==> config.mk <==
export PLATFORM = sky130hd
export DESIGN_NAME = lcl_ctrl
export DESIGN_NICKNAME = d
export VERILOG_FILES = /design/src/lcl_pkg.sv /design/src/lcl_ctrl.sv
export SDC_FILE = /design/constraint.sdc
export NUM_CORES = 1
export LEC_CHECK = 0
export ABC_CLOCK_PERIOD_IN_PS = 2340
export BUFFER_PORTS_ARGS = -buffer_cell sky130_fd_sc_hd__buf_2
export CAP_MARGIN = 20
export CORE_UTILIZATION = 50
export CTS_CLUSTER_SIZE = 8
export DETAILED_ROUTE_END_ITERATION = 8
export GPL_ROUTABILITY_DRIVEN = 0
export PLACE_DENSITY = 0.84
export SYNTH_ARGS = -nofsm -noshare
export SYNTH_HDL_FRONTEND = slang
export SYNTH_SLANG_ARGS = --single-unit
==> constraint.sdc <==
create_clock -name clk -period 2.34 [get_ports clk]
set_clock_uncertainty 0.2 [all_clocks]
set_input_delay 0.351 -clock clk [delete_from_list [all_inputs] [get_ports clk]]
set_output_delay 0.351 -clock clk [all_outputs]
set_load 0.1 [all_outputs]
==> src/lcl_pkg.sv <==
// Shared types, codes and constants of the lattice cluster labeler.
package lcl_pkg;

  localparam int CFG_IDX_W  = 2;
  localparam int CFG_DATA_W = 7;

  localparam logic [CFG_IDX_W-1:0] REG_ROWS   = 2'd0;
  localparam logic [CFG_IDX_W-1:0] REG_COLS   = 2'd1;
  localparam logic [CFG_IDX_W-1:0] REG_LEVELS = 2'd2;
  localparam logic [CFG_IDX_W-1:0] REG_WRAP   = 2'd3;

  localparam logic [6:0] RESET_ROWS   = 7'd10;
  localparam logic [6:0] RESET_COLS   = 7'd10;
  localparam logic [6:0] RESET_LEVELS = 7'd10;

  localparam logic OP_CLEAR = 1'b0;
  localparam logic OP_ADD   = 1'b1;

  // Neighbour probe codes; the site itself is probed first.
  localparam logic [2:0] NB_ROW_LO = 3'd0;
  localparam logic [2:0] NB_ROW_HI = 3'd1;
  localparam logic [2:0] NB_COL_LO = 3'd2;
  localparam logic [2:0] NB_COL_HI = 3'd3;
  localparam logic [2:0] NB_LVL_LO = 3'd4;
  localparam logic [2:0] NB_LVL_HI = 3'd5;
  localparam logic [2:0] NB_SELF   = 3'd6;

  typedef enum logic [2:0] {
    ST_PLACED    = 3'd0,
    ST_CLEARED   = 3'd1,
    ST_BAD_SITE  = 3'd2,
    ST_EXHAUSTED = 3'd3,
    ST_TOO_LARGE = 3'd4
  } status_t;

  typedef struct packed {
    logic       opcode;
    logic [5:0] site_row;
    logic [5:0] site_col;
    logic [5:0] site_level;
  } item_t;

  typedef struct packed {
    status_t     status;
    logic        spanned;
    logic [9:0]  cluster_label;
    logic [13:0] fill_count;
    logic [9:0]  live_clusters;
    logic [9:0]  labels_issued;
  } result_t;

  typedef enum logic [3:0] {
    S_INIT, S_IDLE, S_CLR, S_SIZE1, S_SIZE2, S_CHECK, S_A1, S_A2,
    S_RD, S_EVAL, S_FRD, S_FOR, S_MERGE, S_FIN
  } state_t;

  typedef struct packed {
    logic       latch;
    logic       zero_counts;
    logic       cnt_zero;
    logic       sweep_clr;
    logic       sweep_merge;
    logic       capture_self;
    logic       capture_seen;
    logic       flag_or;
    logic       merge_start;
    logic       finish;
    logic       report;
    status_t    report_code;
    logic [2:0] nb;
  } cmd_t;

  typedef struct packed {
    logic op_clear;
    logic too_big;
    logic bad_coord;
    logic site_nonzero;
    logic seen_skip;
    logic lab_zero;
    logic labels_full;
    logic cnt_last_site;
    logic cnt_at_end;
  } sts_t;

endpackage

==> src/lcl_ctrl.sv <==
// Sequencer of the lattice cluster labeler.
module lcl_ctrl import lcl_pkg::*; (
  input  logic clk,
  input  logic rst,
  input  logic start,
  input  sts_t sts,
  output cmd_t cmd,
  output logic busy
);

  state_t     state, state_next;
  logic [2:0] nb, nb_next;

  always_ff @(posedge clk) begin
    if (rst) begin
      state <= S_INIT;
      nb    <= NB_SELF;
    end else begin
      state <= state_next;
      nb    <= nb_next;
    end
  end

  assign busy = (state != S_IDLE);

  always_comb begin
    state_next      = state;
    nb_next         = nb;
    cmd             = '0;
    cmd.report_code = ST_PLACED;
    cmd.nb          = nb;
    unique case (state)
      S_INIT: begin
        cmd.sweep_clr = 1'b1;
        if (sts.cnt_last_site) state_next = S_IDLE;
      end
      S_IDLE: begin
        if (start) begin
          cmd.latch    = 1'b1;
          cmd.cnt_zero = 1'b1;
          if (sts.op_clear) begin
            cmd.zero_counts = 1'b1;
            state_next      = S_CLR;
          end else begin
            state_next = S_SIZE1;
          end
        end
      end
      S_CLR: begin
        cmd.sweep_clr = 1'b1;
        if (sts.cnt_last_site) begin
          cmd.report      = 1'b1;
          cmd.report_code = ST_CLEARED;
          state_next      = S_IDLE;
        end
      end
      S_SIZE1: state_next = S_SIZE2;
      S_SIZE2: state_next = S_CHECK;
      S_CHECK: begin
        if (sts.too_big) begin
          cmd.report      = 1'b1;
          cmd.report_code = ST_TOO_LARGE;
          state_next      = S_IDLE;
        end else if (sts.bad_coord) begin
          cmd.report      = 1'b1;
          cmd.report_code = ST_BAD_SITE;
          state_next      = S_IDLE;
        end else begin
          nb_next    = NB_SELF;
          state_next = S_A1;
        end
      end
      S_A1: state_next = S_A2;
      S_A2: state_next = S_RD;
      S_RD: state_next = S_EVAL;
      S_EVAL: begin
        if (nb == NB_SELF) begin
          cmd.capture_self = 1'b1;
          if (sts.site_nonzero) begin
            cmd.report      = 1'b1;
            cmd.report_code = ST_BAD_SITE;
            state_next      = S_IDLE;
          end else begin
            nb_next    = NB_ROW_LO;
            state_next = S_A1;
          end
        end else begin
          cmd.capture_seen = 1'b1;
          if (!sts.seen_skip) begin
            state_next = S_FRD;
          end else if (nb == NB_LVL_HI) begin
            state_next = S_FIN;
          end else begin
            nb_next    = nb + 3'd1;
            state_next = S_A1;
          end
        end
      end
      S_FRD: state_next = S_FOR;
      S_FOR: begin
        cmd.flag_or = 1'b1;
        if (!sts.lab_zero) begin
          cmd.merge_start = 1'b1;
          cmd.cnt_zero    = 1'b1;
          state_next      = S_MERGE;
        end else if (nb == NB_LVL_HI) begin
          state_next = S_FIN;
        end else begin
          nb_next    = nb + 3'd1;
          state_next = S_A1;
        end
      end
      S_MERGE: begin
        cmd.sweep_merge = 1'b1;
        if (sts.cnt_at_end) begin
          if (nb == NB_LVL_HI) begin
            state_next = S_FIN;
          end else begin
            nb_next    = nb + 3'd1;
            state_next = S_A1;
          end
        end
      end
      S_FIN: begin
        cmd.report = 1'b1;
        state_next = S_IDLE;
        if (sts.lab_zero && sts.labels_full) begin
          cmd.report_code = ST_EXHAUSTED;
        end else begin
          cmd.finish      = 1'b1;
          cmd.report_code = ST_PLACED;
        end
      end
      default: state_next = S_IDLE;
    endcase
  end

endmodule

## Yosys cells after proc, flatten, opt, wreduce, memory -nomap -nowiden

Index checks and enable logic that the tools add are counted.

- Equality and inequality tests: 24
- Muxes and demuxes: 41
- Reduce and logical (&&, ||, !) cells: 6
- Add/sub/neg operators: 1

Operator list:

| cell | count |
|---|---|
| $mux W4 | 12 |
| $pmux W4 S12 | 1 |
| $mux W3 | 12 |
| $eq A4 B4 Y1 const B | 6 |
| $eq A4 B3 Y1 const B | 4 |
| $pmux W4 S4 | 1 |
| $pmux W3 S4 | 1 |
| $ne A2 B2 Y1 const B | 5 |
| $mux W1 | 9 |
| $eq A4 B2 Y1 const B | 2 |
| $mux W2 | 4 |
| $reduce_and A7 Y1 | 1 |
| $eq A3 B3 Y1 const B | 2 |
| $ne A3 B3 Y1 const B | 2 |
| $eq A4 B1 Y1 const B | 1 |
| $logic_not A4 Y1 | 1 |
| $ne A4 B1 Y1 const B | 1 |
| $reduce_bool A4 Y1 | 1 |
| $add A3 B1 Y3 const B | 1 |
| $reduce_and A3 Y1 | 1 |
| $ne A2 B1 Y1 const B | 1 |
| $pmux W1 S2 | 1 |
| $reduce_or A2 Y1 | 1 |
| $logic_and A1 B1 Y1 | 1 |

- Input bits: 12
- Output and inout port bits: 18
- Register bits: 7

## Depth between registers and ports, before layout

- Depth after elaboration: 5
- Depth in mapped cells: 6
- Mapped depth without buffers: 6

## Worst setup path before layout

OpenSTA, ideal clock, no wires.

- Kind: reg2out
- From: register state[3]
- To: output cmd[6] in the netlist's numbering
- Path slack: -2.603 ns
- Stages on the path, launching flop included: 6
- Data arrival time: 4.392 ns
- Buffers on the path: 2
- Cell sequence: dfxtp_1 -> buf_2 -> buf_1 -> nor3_1 -> nand3_1 -> o311ai_0

RTL lines:

| what | RTL line | text |
|---|---|---|
| start: declaration | lcl_ctrl.sv:11 | `state_t state, state_next;` |
| start signal: assignment | lcl_ctrl.sv:19 | `state <= state_next;` |
| end: declaration | lcl_ctrl.sv:7 | `output cmd_t cmd,` |

==> key figures <==
Synth
  • Post-Synthesis Net Count: 150
  • Ys flop type: dfxtp_1
  • Portion of the post-synthesis area used by sequential elements: 0.150
  • Warnings, synthesis: 0
  • Cells taking the most area after synthesis: dfxtp_1 15%, nand3b_1 4.8%, nor2_1 4.4%
  • Top cell type by total area after synthesis: dfxtp_1
  • Post-Synthesis Cells: 135
  • Share of synthesized flip-flops with an asynchronous set or reset: 0
  • Syn avg cell area: 6.94 µm²
  • #FFs+latches synth: 7
  • Number of distinct standard cells referenced by the synthesized netlist: 50
  • Cell Area, Synth: 937 µm²
  • Number of enable flip-flop cells after synthesis: 0
  • Top-area cell type share of the netlist area: 0.150

Final layout
  • Layout cell share with drive strength beyond 1: 0.388
  • Growth of design area from synthesis to finish: 56.2%
  • Total area of multi-input combinational cells: 845 µm²
  • Final std cells w/o fill: 185
  • Total number of nets in the final design: 176
  • Reg area: 153 µm²
  • Leading cell type in the layout, fill and taps excluded: buf_2
  • Commonest cells after routing, fill and taps aside: 16 x buf_2, 14 x buf_12, 9 x nor2_1
  • Filler cell count: 100
  • Number of inserted diodes: 0

Global routing
  • Met3 Track Usage GR: 0.0880
  • Via count of the first global-routing pass: 1,114
  • Global Route Usage Sum: 0.353
  • Maximum number of pins on one net before global-route repair: 21
  • First-pass GRT wire length: 5.23 mm
  • Highest-utilization routing layer at the global route stage: met2
  • Met1 Resource Use GR: 0.457
  • GR met2 Demand/Resource: 0.539
  • Sum of overflow across all layers after global routing: 0
  • Initial antenna violation count: 0

Die
  • Die Wd: 45.3 µm
  • Number of top-level pins: 30
  • Die height: 45.3 µm
  • Starting Density: 0.537
  • Standard cell core area: 1750 µm²
  • Die ar.: 2050 µm²
  • Num rows: 15

Min path
  • Hold wc startpoint: rst
  • Type of the worst min-delay path: in -> reg
  • Endpoint of the worst hold path: state[0]
  • Worst hold path depth: 2

Placement
  • Final HPWL DP: 2.34 mm
  • Number of port buffers: 29
  • Instance count after placement with tap cells included: 181

Critical path
  • Critical-path cell list: nand4bb_2 -> nor2b_4 -> nand2_2 -> o311ai_4 -> buf_12
  • Slowest cell on crit path: dfxtp_1
  • Worst Setup Start Kind: register
  • Reg-to-reg setup timing slack: 0.19 ns
  • Crit path required time: 1.79 ns
  • Launch instance of the worst register-to-register path: state[1]
  • Worst R2R Path Depth: 5
  • Arrival time of data at the critical path endpoint: 1.77 ns
  • Type of the worst setup path: reg -> out
  • Type of destination of the critical path: primary output
  • End of the worst register-to-register path: nb[2]
  • CP max stage delay: 0.45 ns
  • Largest fanout of any net on the critical path: 15

Clock tree
  • CTS tree: done
  • Clock slew at reported path FFs: 0.06 ns
  • CTS root buffer: clkbuf_4
  • Number of buffers created by CTS: 3
  • CTS H-tree depth: 1
  • Number of clock sinks: 7
  • Max Buffers Root-to-Sink: 2
  • Worst-skew pair later-pin latency: 0.25 ns

Status
  • Outcome: finished clean

Detailed routing
  • Detailed Route Iter0 Violations: 86
  • Number of detailed-route iterations in the first pass: 4
  • Total length of routed wires: 3.14 mm
  • Ratio of routed vias to standard cells: 6.48
  • Number of remaining DRC errors: 0
  • Post-DRT Antenna Nets: 0
  • Mean routed wirelength per cell: 17.0 µm
  • Via Count: 1,199

Power
  • Peak supply drop: 0.345 mV
  • Reported leakage power: 0.561 nW
  • Ratio of total power to cell area: 354 nW/µm²
  • Overall power consumption: 0.518 mW

STA
  • Endpoints failing hold: 0
  • RSZ-0062 raised after global routing: yes
  • Final period utilization: 0.993
  • Final setup violating endpoints: 0
  • Time the worst path needs with I/O delays and setup: 2.32 ns
  • Final Max Tran Viols: 0
  • Max-slew headroom: 0.685
  • Worst Tran Pin Value: 0.472 ns
  • Worst-case hold slack: 0.174 ns
  • Max Freq: 430 MHz

Flow run
  • Number of maximum-capacitance constraint violations: 0
[worst max path at each step]
stage | startpoint | endpoint | slack (ns)
finish | state[1] | cmd[6] | 0.02
global route | state[1] | cmd[6] | -0.04
CTS | state[1] | cmd[6] | -0.01
detailed placement | state[1] | nb[2] | 0.25
global placement | state[3] | cmd[4] | 0.33
floorplan | state[0] | cmd[6] | -0.22
[cell families (layout without fill, tap and decap cells)]
family	Yosys count	in the layout	synth area share
AO/OA/AOI/OAI	43	43	0.328
XOR/XNOR	1	1	0.00935
adder cells (fa/ha/maj)	3	3	0.0401
buffers and inverters	19	44	0.0855
flip-flops	7	7	0.150
AND/OR/NAND/NOR	62	62	0.387
[registers in the layout, indices dropped and copies added, names as in the netlist]
name   cells
nb         3
state      4
[cell usage after synthesis (2+ instances only)]
library cell / n
nand2b_1: 4
and2_1: 4
a221o_1: 3
nor3b_1: 2
nand3_1: 7
clkbuf_1: 5
a311oi_1: 3
inv_1: 6
dfxtp_1: 7
a21o_1: 2
nand2_1: 9
buf_1: 2
and3_1: 2
nor3_1: 4
and4bb_2: 2
o21ai_1: 3
a21oi_1: 7
buf_2: 4
a31oi_1: 3
nor2b_1: 3
o21ai_0: 6
nor2_1: 11
nand3b_1: 6
ha_1: 3
o211ai_1: 2
[worst max-delay path, delay by kind of cell, from the launching register on]
family                 cells  cell delay, ns
AND/OR/NAND/NOR            3            0.73
flip-flops                 1            0.45
buffers and inverters      1            0.22
AO/OA/AOI/OAI              1            0.11
[through the flow]
stage	worst slack (ns)	setup TNS (ns)	utilization	cell area [µm²]
5_1_grt	-0.0437	-0.0437	0.839	1460
6_report	0.0158	0	0.839	1460
3_5_place_dp	0.249	0	0.816	1430
2_1_floorplan	-0.220	-0.463	-	1110
4_1_cts	-0.0108	-0.0108	0.832	1450
3_3_place_gp	0.335	0	0.816	1430
[layer usage]
layer | part of all wire | up-vias
met4 | 0.027 | 0
met2 | 0.48 | 91
met5 | 0 | -
met3 | 0.092 | 13
met1 | 0.41 | 533
li1 | - | 562
[where the power goes]
part           switching (mW)  internal, mW  leakage [nW]
clock network          0.0487        0.0653        0.0150
logic                   0.187        0.0869         0.488
registers             0.00813         0.121        0.0576
total                   0.244         0.274         0.561
[final cells by class]
class                           instances  share of cell area
Clock buffer                            4              0.0179
Sequential cell                         7               0.104
Inverter                                7              0.0179
Multi-Input combinational cell        109               0.577
Timing Repair Buffer                   33               0.262
Tap cell                               25              0.0214
[repair_timing]
item / 4_1_cts / 5_1_grt
gates resized for setup: 0 / 3
buffers inserted: 0 / 0
hold buffers: 0 / 0
setup endpoints to repair: 1 / 5
Power figures use the tool's default switching activity.
